===== src/design/ecpa_pkg.sv =====
// shared types and constants for the elliptic curve point add and multiply block
// no dependencies; used by the arithmetic unit, the top level and the testbench
`default_nettype none

package ecpa_pkg;

   localparam int DEF_COORD_WIDTH  = 16;
   localparam int DEF_SCALAR_WIDTH = 16;
   localparam int CSR_INDEX_WIDTH  = 1;

   localparam int MODULUS_RESET = 97;
   localparam int CURVE_A_RESET = 2;
   localparam int TRIPLE        = 3;

   // register indexes of the configuration port
   localparam logic [CSR_INDEX_WIDTH-1:0] CSR_MODULUS = 1'd0;
   localparam logic [CSR_INDEX_WIDTH-1:0] CSR_CURVE_A = 1'd1;

   // command codes
   localparam logic CMD_ADD = 1'b0;
   localparam logic CMD_MUL = 1'b1;

   typedef enum logic {
      ALU_MULMOD = 1'b0,
      ALU_DIVIDE = 1'b1
   } alu_op_type;

   typedef struct packed {
      logic       start;
      alu_op_type op;
   } alu_cmd_type;

   typedef struct packed {
      logic busy;
      logic done;
   } alu_stat_type;

   // operand reduction order
   typedef enum logic [2:0] {
      RED_CURVE_A  = 3'd0,
      RED_P_X      = 3'd1,
      RED_P_Y      = 3'd2,
      RED_Q_X      = 3'd3,
      RED_Q_Y      = 3'd4,
      RED_FINISHED = 3'd5
   } red_sel_type;

endpackage

`default_nettype wire


===== src/design/ecpa_if.sv =====
// channel interfaces of the elliptic curve point add and multiply block
// request, response and register write channels; no package dependency
`default_nettype none

interface ecpa_req_if #(
   parameter int COORD_WIDTH  = 16,
   parameter int SCALAR_WIDTH = 16
);
   logic                    valid;
   logic                    ready;
   logic                    command;
   logic [COORD_WIDTH-1:0]  p_x;
   logic [COORD_WIDTH-1:0]  p_y;
   logic                    p_at_infinity;
   logic [COORD_WIDTH-1:0]  q_x;
   logic [COORD_WIDTH-1:0]  q_y;
   logic                    q_at_infinity;
   logic [SCALAR_WIDTH-1:0] scalar;

   modport source (output valid, command, p_x, p_y, p_at_infinity, q_x, q_y,
                   q_at_infinity, scalar, input ready);
   modport sink   (input valid, command, p_x, p_y, p_at_infinity, q_x, q_y,
                   q_at_infinity, scalar, output ready);
endinterface

interface ecpa_rsp_if #(
   parameter int COORD_WIDTH = 16
);
   logic                   valid;
   logic                   ready;
   logic [COORD_WIDTH-1:0] r_x;
   logic [COORD_WIDTH-1:0] r_y;
   logic                   r_at_infinity;

   modport source (output valid, r_x, r_y, r_at_infinity, input ready);
   modport sink   (input valid, r_x, r_y, r_at_infinity, output ready);
endinterface

interface ecpa_csr_if #(
   parameter int INDEX_WIDTH = 1,
   parameter int DATA_WIDTH  = 16
);
   logic                   valid;
   logic                   ready;
   logic [INDEX_WIDTH-1:0] index;
   logic [DATA_WIDTH-1:0]  data;

   modport source (output valid, index, data, input ready);
   modport sink   (input valid, index, data, output ready);
endinterface

`default_nettype wire


===== src/design/ecpa_alu.sv =====
// shared bit-serial unit: modular multiply (a*b mod m) or unsigned divide (a / m)
// one bit per cycle; uses ecpa_pkg
`default_nettype none

module ecpa_alu #(
   parameter int COORD_WIDTH = ecpa_pkg::DEF_COORD_WIDTH
) (
   input  wire                        clock,
   input  wire                        reset,
   input  ecpa_pkg::alu_cmd_type      cmd,
   input  wire  [COORD_WIDTH-1:0]     a,
   input  wire  [COORD_WIDTH-1:0]     b,
   input  wire  [COORD_WIDTH-1:0]     m,
   output ecpa_pkg::alu_stat_type     stat,
   output logic [COORD_WIDTH-1:0]     res,
   output logic [COORD_WIDTH-1:0]     quo
);
   import ecpa_pkg::*;

   localparam int CW = COORD_WIDTH;
   localparam int CNT_WIDTH = (CW > 2) ? $clog2(CW) : 1;

   logic                 busy_ff, busy_in;
   logic                 done_ff, done_in;
   alu_op_type           op_ff, op_in;
   logic [CNT_WIDTH-1:0] cnt_ff, cnt_in;
   logic [CW-1:0]        acc_ff, acc_in;
   logic [CW-1:0]        sh_ff, sh_in;
   logic [CW-1:0]        opa_ff, opa_in;
   logic [CW-1:0]        m_ff, m_in;

   logic [CW:0] dbl, sum, trial;

   always_comb begin
      busy_in = busy_ff;
      done_in = 1'b0;
      op_in   = op_ff;
      cnt_in  = cnt_ff;
      acc_in  = acc_ff;
      sh_in   = sh_ff;
      opa_in  = opa_ff;
      m_in    = m_ff;
      dbl     = '0;
      sum     = '0;
      trial   = '0;
      if (cmd.start) begin
         busy_in = 1'b1;
         op_in   = cmd.op;
         cnt_in  = CNT_WIDTH'(CW - 1);
         acc_in  = '0;
         opa_in  = a;
         sh_in   = (cmd.op == ALU_DIVIDE) ? a : b;
         m_in    = m;
      end else if (busy_ff) begin
         unique case (op_ff)
            ALU_MULMOD: begin
               // msb first: acc = 2*acc + bit*a, reduced each step
               dbl = {acc_ff, 1'b0};
               if (dbl >= {1'b0, m_ff}) dbl = dbl - {1'b0, m_ff};
               sum = dbl;
               if (sh_ff[CW-1]) begin
                  sum = dbl + {1'b0, opa_ff};
                  if (sum >= {1'b0, m_ff}) sum = sum - {1'b0, m_ff};
               end
               acc_in = sum[CW-1:0];
               sh_in  = {sh_ff[CW-2:0], 1'b0};
            end
            ALU_DIVIDE: begin
               // restoring division, quotient bits shift into sh
               trial = {acc_ff, sh_ff[CW-1]};
               if (trial >= {1'b0, m_ff}) begin
                  trial = trial - {1'b0, m_ff};
                  sh_in = {sh_ff[CW-2:0], 1'b1};
               end else begin
                  sh_in = {sh_ff[CW-2:0], 1'b0};
               end
               acc_in = trial[CW-1:0];
            end
            default: begin
               acc_in = acc_ff;
            end
         endcase
         if (cnt_ff == '0) begin
            busy_in = 1'b0;
            done_in = 1'b1;
         end else begin
            cnt_in = cnt_ff - 1'b1;
         end
      end
   end

   always_ff @(posedge clock) begin
      if (reset) begin
         busy_ff <= 1'b0;
         done_ff <= 1'b0;
      end else begin
         busy_ff <= busy_in;
         done_ff <= done_in;
      end
      op_ff  <= op_in;
      cnt_ff <= cnt_in;
      acc_ff <= acc_in;
      sh_ff  <= sh_in;
      opa_ff <= opa_in;
      m_ff   <= m_in;
   end

   assign stat.busy = busy_ff;
   assign stat.done = done_ff;
   assign res       = acc_ff;
   assign quo       = sh_ff;

endmodule

`default_nettype wire


===== src/design/ec_point_add_and_multiply.sv =====
// top level of the elliptic curve point add and multiply block
// uses ecpa_pkg, the channel interfaces in ecpa_if.sv and the ecpa_alu unit
`default_nettype none

// Affine point arithmetic on y^2 = x^3 + a*x + b over the integers modulo a
// configured modulus. Command 0 adds P and Q (chord or tangent rule, with
// infinity handling); command 1 multiplies P by a scalar by repeated addition
// R = R + P, and a scalar of zero gives infinity. One transaction at a time:
// req ready is high only when idle, and the result stays on rsp until taken.
// All multiplies and divides run through one bit-serial unit. Operand
// reduction divides curve a and the coordinates of P and Q by the modulus in
// turn. One point addition finds the slope inverse by extended Euclid steps,
// each a divide and a multiply, then multiplies by the inverse, squares lambda
// and multiplies lambda by (x - x'); doubling adds two more multiplies. A
// scalar multiply repeats the addition scalar - 1 times. A modulus below two
// answers infinity at once.

module ec_point_add_and_multiply #(
   parameter int COORD_WIDTH  = ecpa_pkg::DEF_COORD_WIDTH,
   parameter int SCALAR_WIDTH = ecpa_pkg::DEF_SCALAR_WIDTH
) (
   input  wire        clock,
   input  wire        reset,
   ecpa_req_if.sink   req_chan,
   ecpa_rsp_if.source rsp_chan,
   ecpa_csr_if.sink   csr_chan
);
   import ecpa_pkg::*;

   localparam int CW = COORD_WIDTH;
   localparam int SW = SCALAR_WIDTH;

   // sequencer states, one-hot
   typedef enum logic [15:0] {
      S_IDLE  = 16'b0000_0000_0000_0001,
      S_RED   = 16'b0000_0000_0000_0010,  // issue one operand reduction
      S_REDW  = 16'b0000_0000_0000_0100,  // wait reduction remainder
      S_SETUP = 16'b0000_0000_0000_1000,
      S_CHECK = 16'b0000_0000_0001_0000,  // count remaining additions
      S_ADD   = 16'b0000_0000_0010_0000,  // classify the addition
      S_DBL1  = 16'b0000_0000_0100_0000,  // wait x*x
      S_DBL2  = 16'b0000_0000_1000_0000,  // wait 3*x^2
      S_EUC   = 16'b0000_0001_0000_0000,  // euclid step head
      S_EDIV  = 16'b0000_0010_0000_0000,  // wait r0 / r1
      S_EMUL  = 16'b0000_0100_0000_0000,  // wait q * y1
      S_LAM   = 16'b0000_1000_0000_0000,  // wait num * inverse
      S_LAM2  = 16'b0001_0000_0000_0000,  // wait lambda^2
      S_YMUL  = 16'b0010_0000_0000_0000,  // wait lambda * (x - x')
      S_DONE  = 16'b0100_0000_0000_0000,  // result on rsp
      S_SPARE = 16'b1000_0000_0000_0000   // unused, falls back to idle
   } state_type;

   function automatic logic [CW-1:0] add_mod(input logic [CW-1:0] x,
                                             input logic [CW-1:0] y,
                                             input logic [CW-1:0] mm);
      logic [CW:0] s;
      s = {1'b0, x} + {1'b0, y};
      if (s >= {1'b0, mm}) s = s - {1'b0, mm};
      return s[CW-1:0];
   endfunction

   function automatic logic [CW-1:0] sub_mod(input logic [CW-1:0] x,
                                             input logic [CW-1:0] y,
                                             input logic [CW-1:0] mm);
      logic [CW-1:0] d;
      d = x - y;
      if (x < y) d = d + mm;
      return d;
   endfunction

   // configuration registers
   logic [CW-1:0] modulus_ff, curve_a_ff;

   state_type     state_ff, state_in;
   red_sel_type   red_ff, red_in;
   logic          cmd_ff, cmd_in;
   logic [SW-1:0] scalar_ff, scalar_in;
   logic [SW-1:0] cnt_ff, cnt_in;
   // running point R and addend Q
   logic [CW-1:0] rx_ff, rx_in, ry_ff, ry_in;
   logic          rinf_ff, rinf_in;
   logic [CW-1:0] qx_ff, qx_in, qy_ff, qy_in;
   logic          qinf_ff, qinf_in;
   logic [CW-1:0] a_red_ff, a_red_in;
   // slope and euclid registers
   logic [CW-1:0] num_ff, num_in;
   logic [CW-1:0] r0_ff, r0_in, r1_ff, r1_in, rem_ff, rem_in;
   logic [CW-1:0] y0_ff, y0_in, y1_ff, y1_in;
   logic [CW-1:0] lam_ff, lam_in, nx_ff, nx_in;

   // shared unit
   alu_cmd_type   alu_cmd;
   alu_stat_type  alu_stat;
   logic [CW-1:0] alu_a, alu_b, alu_m, alu_res, alu_quo;

   logic [CW-1:0] red_val, qm, nx_val;
   logic          req_fire, rsp_fire;

   assign req_fire = req_chan.valid && req_chan.ready;
   assign rsp_fire = rsp_chan.valid && rsp_chan.ready;

   ecpa_alu #(
      .COORD_WIDTH(CW)
   ) u_alu (
      .clock (clock),
      .reset (reset),
      .cmd   (alu_cmd),
      .a     (alu_a),
      .b     (alu_b),
      .m     (alu_m),
      .stat  (alu_stat),
      .res   (alu_res),
      .quo   (alu_quo)
   );

   // register writes are always taken
   assign csr_chan.ready = 1'b1;

   always_ff @(posedge clock) begin
      if (reset) begin
         modulus_ff <= CW'(MODULUS_RESET);
         curve_a_ff <= CW'(CURVE_A_RESET);
      end else if (csr_chan.valid && csr_chan.ready) begin
         unique case (csr_chan.index)
            CSR_MODULUS: modulus_ff <= csr_chan.data;
            CSR_CURVE_A: curve_a_ff <= csr_chan.data;
            default:     modulus_ff <= modulus_ff;
         endcase
      end
   end

   // operand picked for the current reduction
   always_comb begin
      unique case (red_ff)
         RED_CURVE_A: red_val = a_red_ff;
         RED_P_X:     red_val = rx_ff;
         RED_P_Y:     red_val = ry_ff;
         RED_Q_X:     red_val = qx_ff;
         RED_Q_Y:     red_val = qy_ff;
         default:     red_val = '0;
      endcase
   end

   // euclid quotient is at most the modulus
   assign qm     = (alu_quo >= modulus_ff) ? alu_quo - modulus_ff : alu_quo;
   // new x = lambda^2 - x_r - x_q
   assign nx_val = sub_mod(sub_mod(alu_res, rx_ff, modulus_ff), qx_ff, modulus_ff);

   always_comb begin
      state_in  = state_ff;
      red_in    = red_ff;
      cmd_in    = cmd_ff;
      scalar_in = scalar_ff;
      cnt_in    = cnt_ff;
      rx_in     = rx_ff;
      ry_in     = ry_ff;
      rinf_in   = rinf_ff;
      qx_in     = qx_ff;
      qy_in     = qy_ff;
      qinf_in   = qinf_ff;
      a_red_in  = a_red_ff;
      num_in    = num_ff;
      r0_in     = r0_ff;
      r1_in     = r1_ff;
      rem_in    = rem_ff;
      y0_in     = y0_ff;
      y1_in     = y1_ff;
      lam_in    = lam_ff;
      nx_in     = nx_ff;
      alu_cmd   = '{start: 1'b0, op: ALU_MULMOD};
      alu_a     = '0;
      alu_b     = '0;
      alu_m     = modulus_ff;

      unique case (state_ff)
         S_IDLE: begin
            if (req_fire) begin
               cmd_in    = req_chan.command;
               scalar_in = req_chan.scalar;
               rx_in     = req_chan.p_x;
               ry_in     = req_chan.p_y;
               rinf_in   = req_chan.p_at_infinity;
               qx_in     = req_chan.q_x;
               qy_in     = req_chan.q_y;
               qinf_in   = req_chan.q_at_infinity;
               a_red_in  = curve_a_ff;
               red_in    = RED_CURVE_A;
               if (modulus_ff < CW'(2)) begin
                  // degenerate modulus answers infinity
                  rinf_in  = 1'b1;
                  state_in = S_DONE;
               end else begin
                  state_in = S_RED;
               end
            end
         end
         S_RED: begin
            if (red_ff == RED_FINISHED) begin
               state_in = S_SETUP;
            end else begin
               alu_cmd  = '{start: 1'b1, op: ALU_DIVIDE};
               alu_a    = red_val;
               state_in = S_REDW;
            end
         end
         S_REDW: begin
            if (alu_stat.done) begin
               unique case (red_ff)
                  RED_CURVE_A: begin
                     a_red_in = alu_res;
                     red_in   = RED_P_X;
                  end
                  RED_P_X: begin
                     rx_in  = alu_res;
                     red_in = RED_P_Y;
                  end
                  RED_P_Y: begin
                     ry_in  = alu_res;
                     red_in = RED_Q_X;
                  end
                  RED_Q_X: begin
                     qx_in  = alu_res;
                     red_in = RED_Q_Y;
                  end
                  RED_Q_Y: begin
                     qy_in  = alu_res;
                     red_in = RED_FINISHED;
                  end
                  default: red_in = RED_FINISHED;
               endcase
               state_in = S_RED;
            end
         end
         S_SETUP: begin
            if (cmd_ff == CMD_ADD) begin
               cnt_in   = SW'(1);
               state_in = S_CHECK;
            end else if (scalar_ff == '0) begin
               rinf_in  = 1'b1;
               state_in = S_DONE;
            end else begin
               // R = P, Q = P, then scalar - 1 additions
               qx_in    = rx_ff;
               qy_in    = ry_ff;
               qinf_in  = rinf_ff;
               cnt_in   = scalar_ff - 1'b1;
               state_in = S_CHECK;
            end
         end
         S_CHECK: begin
            if (cnt_ff == '0) begin
               state_in = S_DONE;
            end else begin
               cnt_in   = cnt_ff - 1'b1;
               state_in = S_ADD;
            end
         end
         S_ADD: begin
            if (rinf_ff) begin
               rx_in    = qx_ff;
               ry_in    = qy_ff;
               rinf_in  = qinf_ff;
               state_in = S_CHECK;
            end else if (qinf_ff) begin
               state_in = S_CHECK;
            end else if (rx_ff == qx_ff) begin
               if (add_mod(ry_ff, qy_ff, modulus_ff) == '0) begin
                  // opposite points
                  rinf_in  = 1'b1;
                  state_in = S_CHECK;
               end else begin
                  alu_cmd  = '{start: 1'b1, op: ALU_MULMOD};
                  alu_a    = rx_ff;
                  alu_b    = rx_ff;
                  state_in = S_DBL1;
               end
            end else begin
               // chord slope (qy - ry) / (qx - rx)
               num_in   = sub_mod(qy_ff, ry_ff, modulus_ff);
               r0_in    = modulus_ff;
               r1_in    = sub_mod(qx_ff, rx_ff, modulus_ff);
               y0_in    = '0;
               y1_in    = CW'(1);
               state_in = S_EUC;
            end
         end
         S_DBL1: begin
            if (alu_stat.done) begin
               alu_cmd  = '{start: 1'b1, op: ALU_MULMOD};
               alu_a    = alu_res;
               alu_b    = CW'(TRIPLE);
               state_in = S_DBL2;
            end
         end
         S_DBL2: begin
            if (alu_stat.done) begin
               // tangent slope (3x^2 + a) / 2y
               num_in   = add_mod(alu_res, a_red_ff, modulus_ff);
               r0_in    = modulus_ff;
               r1_in    = add_mod(ry_ff, ry_ff, modulus_ff);
               y0_in    = '0;
               y1_in    = CW'(1);
               state_in = S_EUC;
            end
         end
         S_EUC: begin
            if (r1_ff == '0) begin
               // inverse is y0 (zero denominator gives zero)
               alu_cmd  = '{start: 1'b1, op: ALU_MULMOD};
               alu_a    = num_ff;
               alu_b    = y0_ff;
               state_in = S_LAM;
            end else begin
               // r0 / r1, divisor goes on the unit's modulus input
               alu_cmd  = '{start: 1'b1, op: ALU_DIVIDE};
               alu_a    = r0_ff;
               alu_b    = '0;
               alu_m    = r1_ff;
               state_in = S_EDIV;
            end
         end
         S_EDIV: begin
            if (alu_stat.done) begin
               rem_in   = alu_res;
               alu_cmd  = '{start: 1'b1, op: ALU_MULMOD};
               alu_a    = qm;
               alu_b    = y1_ff;
               state_in = S_EMUL;
            end
         end
         S_EMUL: begin
            if (alu_stat.done) begin
               r0_in    = r1_ff;
               r1_in    = rem_ff;
               y0_in    = y1_ff;
               y1_in    = sub_mod(y0_ff, alu_res, modulus_ff);
               state_in = S_EUC;
            end
         end
         S_LAM: begin
            if (alu_stat.done) begin
               lam_in   = alu_res;
               alu_cmd  = '{start: 1'b1, op: ALU_MULMOD};
               alu_a    = alu_res;
               alu_b    = alu_res;
               state_in = S_LAM2;
            end
         end
         S_LAM2: begin
            if (alu_stat.done) begin
               nx_in    = nx_val;
               alu_cmd  = '{start: 1'b1, op: ALU_MULMOD};
               alu_a    = lam_ff;
               alu_b    = sub_mod(rx_ff, nx_val, modulus_ff);
               state_in = S_YMUL;
            end
         end
         S_YMUL: begin
            if (alu_stat.done) begin
               rx_in    = nx_ff;
               ry_in    = sub_mod(alu_res, ry_ff, modulus_ff);
               rinf_in  = 1'b0;
               state_in = S_CHECK;
            end
         end
         S_DONE: begin
            if (rsp_fire) state_in = S_IDLE;
         end
         default: begin
            state_in = S_IDLE;
         end
      endcase
   end

   always_ff @(posedge clock) begin
      if (reset) begin
         state_ff <= S_IDLE;
         red_ff   <= RED_CURVE_A;
      end else begin
         state_ff <= state_in;
         red_ff   <= red_in;
      end
      cmd_ff    <= cmd_in;
      scalar_ff <= scalar_in;
      cnt_ff    <= cnt_in;
      rx_ff     <= rx_in;
      ry_ff     <= ry_in;
      rinf_ff   <= rinf_in;
      qx_ff     <= qx_in;
      qy_ff     <= qy_in;
      qinf_ff   <= qinf_in;
      a_red_ff  <= a_red_in;
      num_ff    <= num_in;
      r0_ff     <= r0_in;
      r1_ff     <= r1_in;
      rem_ff    <= rem_in;
      y0_ff     <= y0_in;
      y1_ff     <= y1_in;
      lam_ff    <= lam_in;
      nx_ff     <= nx_in;
   end

   assign req_chan.ready         = (state_ff == S_IDLE);
   assign rsp_chan.valid         = (state_ff == S_DONE);
   assign rsp_chan.r_x           = rinf_ff ? '0 : rx_ff;
   assign rsp_chan.r_y           = rinf_ff ? '0 : ry_ff;
   assign rsp_chan.r_at_infinity = rinf_ff;

   // the shared unit is never restarted mid-operation
   a_alu_no_restart: assert property (@(posedge clock) disable iff (reset)
      alu_cmd.start |-> !alu_stat.busy)
      else $error("alu started while busy");

   // unit finishes only while the sequencer waits for it
   a_alu_done_waited: assert property (@(posedge clock) disable iff (reset)
      alu_stat.done |-> (state_ff == S_REDW || state_ff == S_DBL1 ||
                         state_ff == S_DBL2 || state_ff == S_EDIV ||
                         state_ff == S_EMUL || state_ff == S_LAM ||
                         state_ff == S_LAM2 || state_ff == S_YMUL))
      else $error("alu result not expected");

   // no new transaction while a result is pending
   a_one_in_flight: assert property (@(posedge clock) disable iff (reset)
      rsp_chan.valid |-> !req_chan.ready)
      else $error("request accepted with result pending");

endmodule

`default_nettype wire


===== src/flat_wrapper.sv =====
// flat-port wrapper written by rule: the top's interface ports become plain ports
module ec_point_add_and_multiply_flat import ecpa_pkg::*;
#(
   parameter int COORD_WIDTH  = ecpa_pkg::DEF_COORD_WIDTH,
   parameter int SCALAR_WIDTH = ecpa_pkg::DEF_SCALAR_WIDTH
)
  (clock, reset, req_chan_valid, req_chan_command, req_chan_p_x, req_chan_p_y, req_chan_p_at_infinity, req_chan_q_x, req_chan_q_y, req_chan_q_at_infinity, req_chan_scalar, req_chan_ready, rsp_chan_valid, rsp_chan_r_x, rsp_chan_r_y, rsp_chan_r_at_infinity, rsp_chan_ready, csr_chan_valid, csr_chan_index, csr_chan_data, csr_chan_ready);
  ecpa_req_if #(.COORD_WIDTH(COORD_WIDTH), .SCALAR_WIDTH(SCALAR_WIDTH)) req_chan_i ();
  ecpa_rsp_if #(.COORD_WIDTH(COORD_WIDTH)) rsp_chan_i ();
  ecpa_csr_if #(.INDEX_WIDTH(CSR_INDEX_WIDTH), .DATA_WIDTH((DEF_COORD_WIDTH))) csr_chan_i ();
  input  wire clock;
  input  wire reset;
  input wire logic [$bits(req_chan_i.valid)-1:0] req_chan_valid;
  input wire logic [$bits(req_chan_i.command)-1:0] req_chan_command;
  input wire logic [$bits(req_chan_i.p_x)-1:0] req_chan_p_x;
  input wire logic [$bits(req_chan_i.p_y)-1:0] req_chan_p_y;
  input wire logic [$bits(req_chan_i.p_at_infinity)-1:0] req_chan_p_at_infinity;
  input wire logic [$bits(req_chan_i.q_x)-1:0] req_chan_q_x;
  input wire logic [$bits(req_chan_i.q_y)-1:0] req_chan_q_y;
  input wire logic [$bits(req_chan_i.q_at_infinity)-1:0] req_chan_q_at_infinity;
  input wire logic [$bits(req_chan_i.scalar)-1:0] req_chan_scalar;
  output wire logic [$bits(req_chan_i.ready)-1:0] req_chan_ready;
  output wire logic [$bits(rsp_chan_i.valid)-1:0] rsp_chan_valid;
  output wire logic [$bits(rsp_chan_i.r_x)-1:0] rsp_chan_r_x;
  output wire logic [$bits(rsp_chan_i.r_y)-1:0] rsp_chan_r_y;
  output wire logic [$bits(rsp_chan_i.r_at_infinity)-1:0] rsp_chan_r_at_infinity;
  input wire logic [$bits(rsp_chan_i.ready)-1:0] rsp_chan_ready;
  input wire logic [$bits(csr_chan_i.valid)-1:0] csr_chan_valid;
  input wire logic [$bits(csr_chan_i.index)-1:0] csr_chan_index;
  input wire logic [$bits(csr_chan_i.data)-1:0] csr_chan_data;
  output wire logic [$bits(csr_chan_i.ready)-1:0] csr_chan_ready;
  assign req_chan_i.valid = req_chan_valid;
  assign req_chan_i.command = req_chan_command;
  assign req_chan_i.p_x = req_chan_p_x;
  assign req_chan_i.p_y = req_chan_p_y;
  assign req_chan_i.p_at_infinity = req_chan_p_at_infinity;
  assign req_chan_i.q_x = req_chan_q_x;
  assign req_chan_i.q_y = req_chan_q_y;
  assign req_chan_i.q_at_infinity = req_chan_q_at_infinity;
  assign req_chan_i.scalar = req_chan_scalar;
  assign req_chan_ready = req_chan_i.ready;
  assign rsp_chan_valid = rsp_chan_i.valid;
  assign rsp_chan_r_x = rsp_chan_i.r_x;
  assign rsp_chan_r_y = rsp_chan_i.r_y;
  assign rsp_chan_r_at_infinity = rsp_chan_i.r_at_infinity;
  assign rsp_chan_i.ready = rsp_chan_ready;
  assign csr_chan_i.valid = csr_chan_valid;
  assign csr_chan_i.index = csr_chan_index;
  assign csr_chan_i.data = csr_chan_data;
  assign csr_chan_ready = csr_chan_i.ready;
  ec_point_add_and_multiply #(.COORD_WIDTH(COORD_WIDTH), .SCALAR_WIDTH(SCALAR_WIDTH)) u_core (.clock(clock), .reset(reset), .req_chan(req_chan_i), .rsp_chan(rsp_chan_i), .csr_chan(csr_chan_i));
endmodule

===== config.mk =====
export PLATFORM = sky130hd
export DESIGN_NAME = ec_point_add_and_multiply_flat
export DESIGN_NICKNAME = d
export VERILOG_FILES = /design/src/design/ecpa_pkg.sv /design/src/design/ecpa_if.sv /design/src/design/ecpa_alu.sv /design/src/design/ec_point_add_and_multiply.sv /design/src/flat_wrapper.sv
export SDC_FILE = /design/constraint.sdc
export NUM_CORES = 2
export LEC_CHECK = 0
export BUFFER_PORTS_ARGS = -buffer_cell sky130_fd_sc_hd__buf_4
export CAP_MARGIN = 15
export CORE_MARGIN = 5
export CORE_UTILIZATION = 30
export CTS_BUF_LIST = sky130_fd_sc_hd__clkbuf_8
export DETAILED_ROUTE_END_ITERATION = 12
export PLACE_DENSITY = 0.43
export SYNTH_ARGS = -nofsm -noshare
export SYNTH_HDL_FRONTEND = slang
export SYNTH_HIERARCHICAL = 1
export SYNTH_SLANG_ARGS = --single-unit
export TNS_END_PERCENT = 50

===== constraint.sdc =====
create_clock -name clock -period 11.07 [get_ports clock]
set_clock_uncertainty 0.15 [all_clocks]
set_input_delay 2.214 -clock clock [delete_from_list [all_inputs] [get_ports clock]]
set_output_delay 2.214 -clock clock [all_outputs]
set_load 0.1 [all_outputs]

==> metrics.yaml <==
status: "finished, final reports clean"
cts_tree: "done"
start_kind: "register"
num_vias: 35000
finalSetupViolCount: 0
layout.cells.most_common: "nand2_1"
place_congestion: 0.939
final_cell_mix: "392 x nand2_1, 367 x ha_1, 346 x nor2_1"
worstPathRequired_ns: 11.34
multiInputGateArea_sq_um: 24400
routed_wl_microns: 177000
wl_per_cell_microns: 28.9
crit_path_top_delay_cell: "fa_1"
cts.sink_count: 364
yosysWarnings: 6
rr_worst_depth: 49
critPathBufInv: 2
drt_iter0_drc: 3753
timing.final.crit_share_pct: 94.4
synth_cells: 4236
grt-ovfl-total: 0
initial_core_util_pct: 30.2
first_global_vias: 32600
rsz0062_at_grt: "no"
path_class: "reg -> reg"
worstSetupStartpoint: "u_core/rx_ff[0]"
cts_buffer_depth: 3
tns_ns: 0
drv_cap: 0
postRouteAntennaNets: 0
pre_cts_slack_ns: 0.0721
grt_max_degree: 68
cpPeakStageDelay_ns: 0.44
fillers: 12600
worstPathArrival_ns: 10.72
syn_avg_cell_area_sq_um: 8.56
cp_max_fo: 7
clock_latency_ns: 0.73
clkSlewWorstSetupHoldPaths_ns: 0.06
io_buffer_count: 139
core_area_sq_um: 120000
antenna_found_initial: 15
boundaryPins: 141
drtPass1Iterations: 7
postLayoutCoreUtil_pct: 34.4
vias_per_cell: 5.73
area_growth_syn_to_layout_pct: 13.8
min_path_cells: 2
path_delay_family: "compound AO/OA/AOI/OAI gates"
row_count: 127
synthesis.area_sq_um: 36300
critPathMostFrequentCell: "a21oi_1"
crit_path_end_kind: "register"
r2r-end: "u_core/u_alu/quo[15]"
final_max_slew_viol_count: 0
htreeDepth: 3
hold_end: "u_core/modulus_ff[13]"
regToRegSetupSlack_ns: 0.62
hold_start: "u_core/modulus_ff[13]"
gr-usage-all-layers_pct: 26.5
fin_crit_ns: 10.45
hold_viol_final: 0
numCtsBuffers: 77
syn-num-nets: 4732
layout_setup_ws_ns: 0.618
fmax_ghz: 0.0957
drive_above_1_share_pct: 11.5
worstHoldPathType: "reg -> reg"
max_slew.worst_pin.slew_ns: 1.15
slew_headroom_pct: 23.4
post_cts_buffers: 0
die_area_sq_um: 128000
fp.dieH_microns: 358
hpwl_microns: 137000
reg2reg_from: "u_core/rx_ff[0]"
die_w_microns: 358
nNetsFinal: 4916
post-route-drc-count: 0
cts_root_buffer: "clkbuf_8"
ff_latch_area_sq_um: 10200
grt_pass1_wl_microns: 244000
## metal layers
layer	part of all wire [%]	up-vias	track usage [%]
met3	7.6	270	4.69
li1	-	16100	-
met1	45	17100	37.0
met2	44	1517	41.8
met4	3.4	2	8.23
met5	0.011	-	0
## how the worst max path moves through the flow
stage / endpoint / slack (ns) / cells after the start
after floorplan: u_core/u_alu/quo[15] / 0.52 / 53
after global placement: u_core/u_alu/quo[15] / 0.16 / 50
after detailed placement: u_core/u_alu/quo[15] / 0.07 / 51
after CTS: u_core/u_alu/quo[15] / 0.02 / 51
after global routing: u_core/u_alu/quo[15] / 0.03 / 50
final: u_core/u_alu/quo[15] / 0.62 / 49
## stage by stage
step                      std cells  hold WS [ns]  instance area [sq um]
after floorplan                4236         0.287                  36300
after global placement         5953         0.299                  39700
after detailed placement       5953         0.302                  39700
after CTS                      6096         0.310                  41200
after global routing           6097         0.327                  41300
final                          6104         0.312                  41300
## layout make-up
cell class                 instances  area share, %
antenna                            8         0.0485
clock inverter                    62          0.952
multi-input combinational       3419           59.2
timing repair buffer             267           4.86
sequential                       364           24.7
clock buffer                      81           2.70
tap                             1612           4.89
inverter                         291           2.65
## timing repair
action / in CTS / in global routing
hold buffers: 0 / 0
setup endpoints to repair: 0 / 12
gates resized for setup: 0 / 19
## worst register-to-register path: cells and delay by family, from the launching register on
kind                     cells  cell delay [ns]
AND/OR/NAND/NOR              7             1.12
multiplexers                 2             0.32
AO/OA/AOI/OAI               25             4.47
flip-flops                   1             0.41
buffers and inverters        2             0.11
XOR/XNOR                     5             0.81
adder cells (fa/ha/maj)      8             2.73
Power is left out: the tool's default activity adds up to more than one toggle a clock period on the data nets, which glitch-free logic cannot reach.
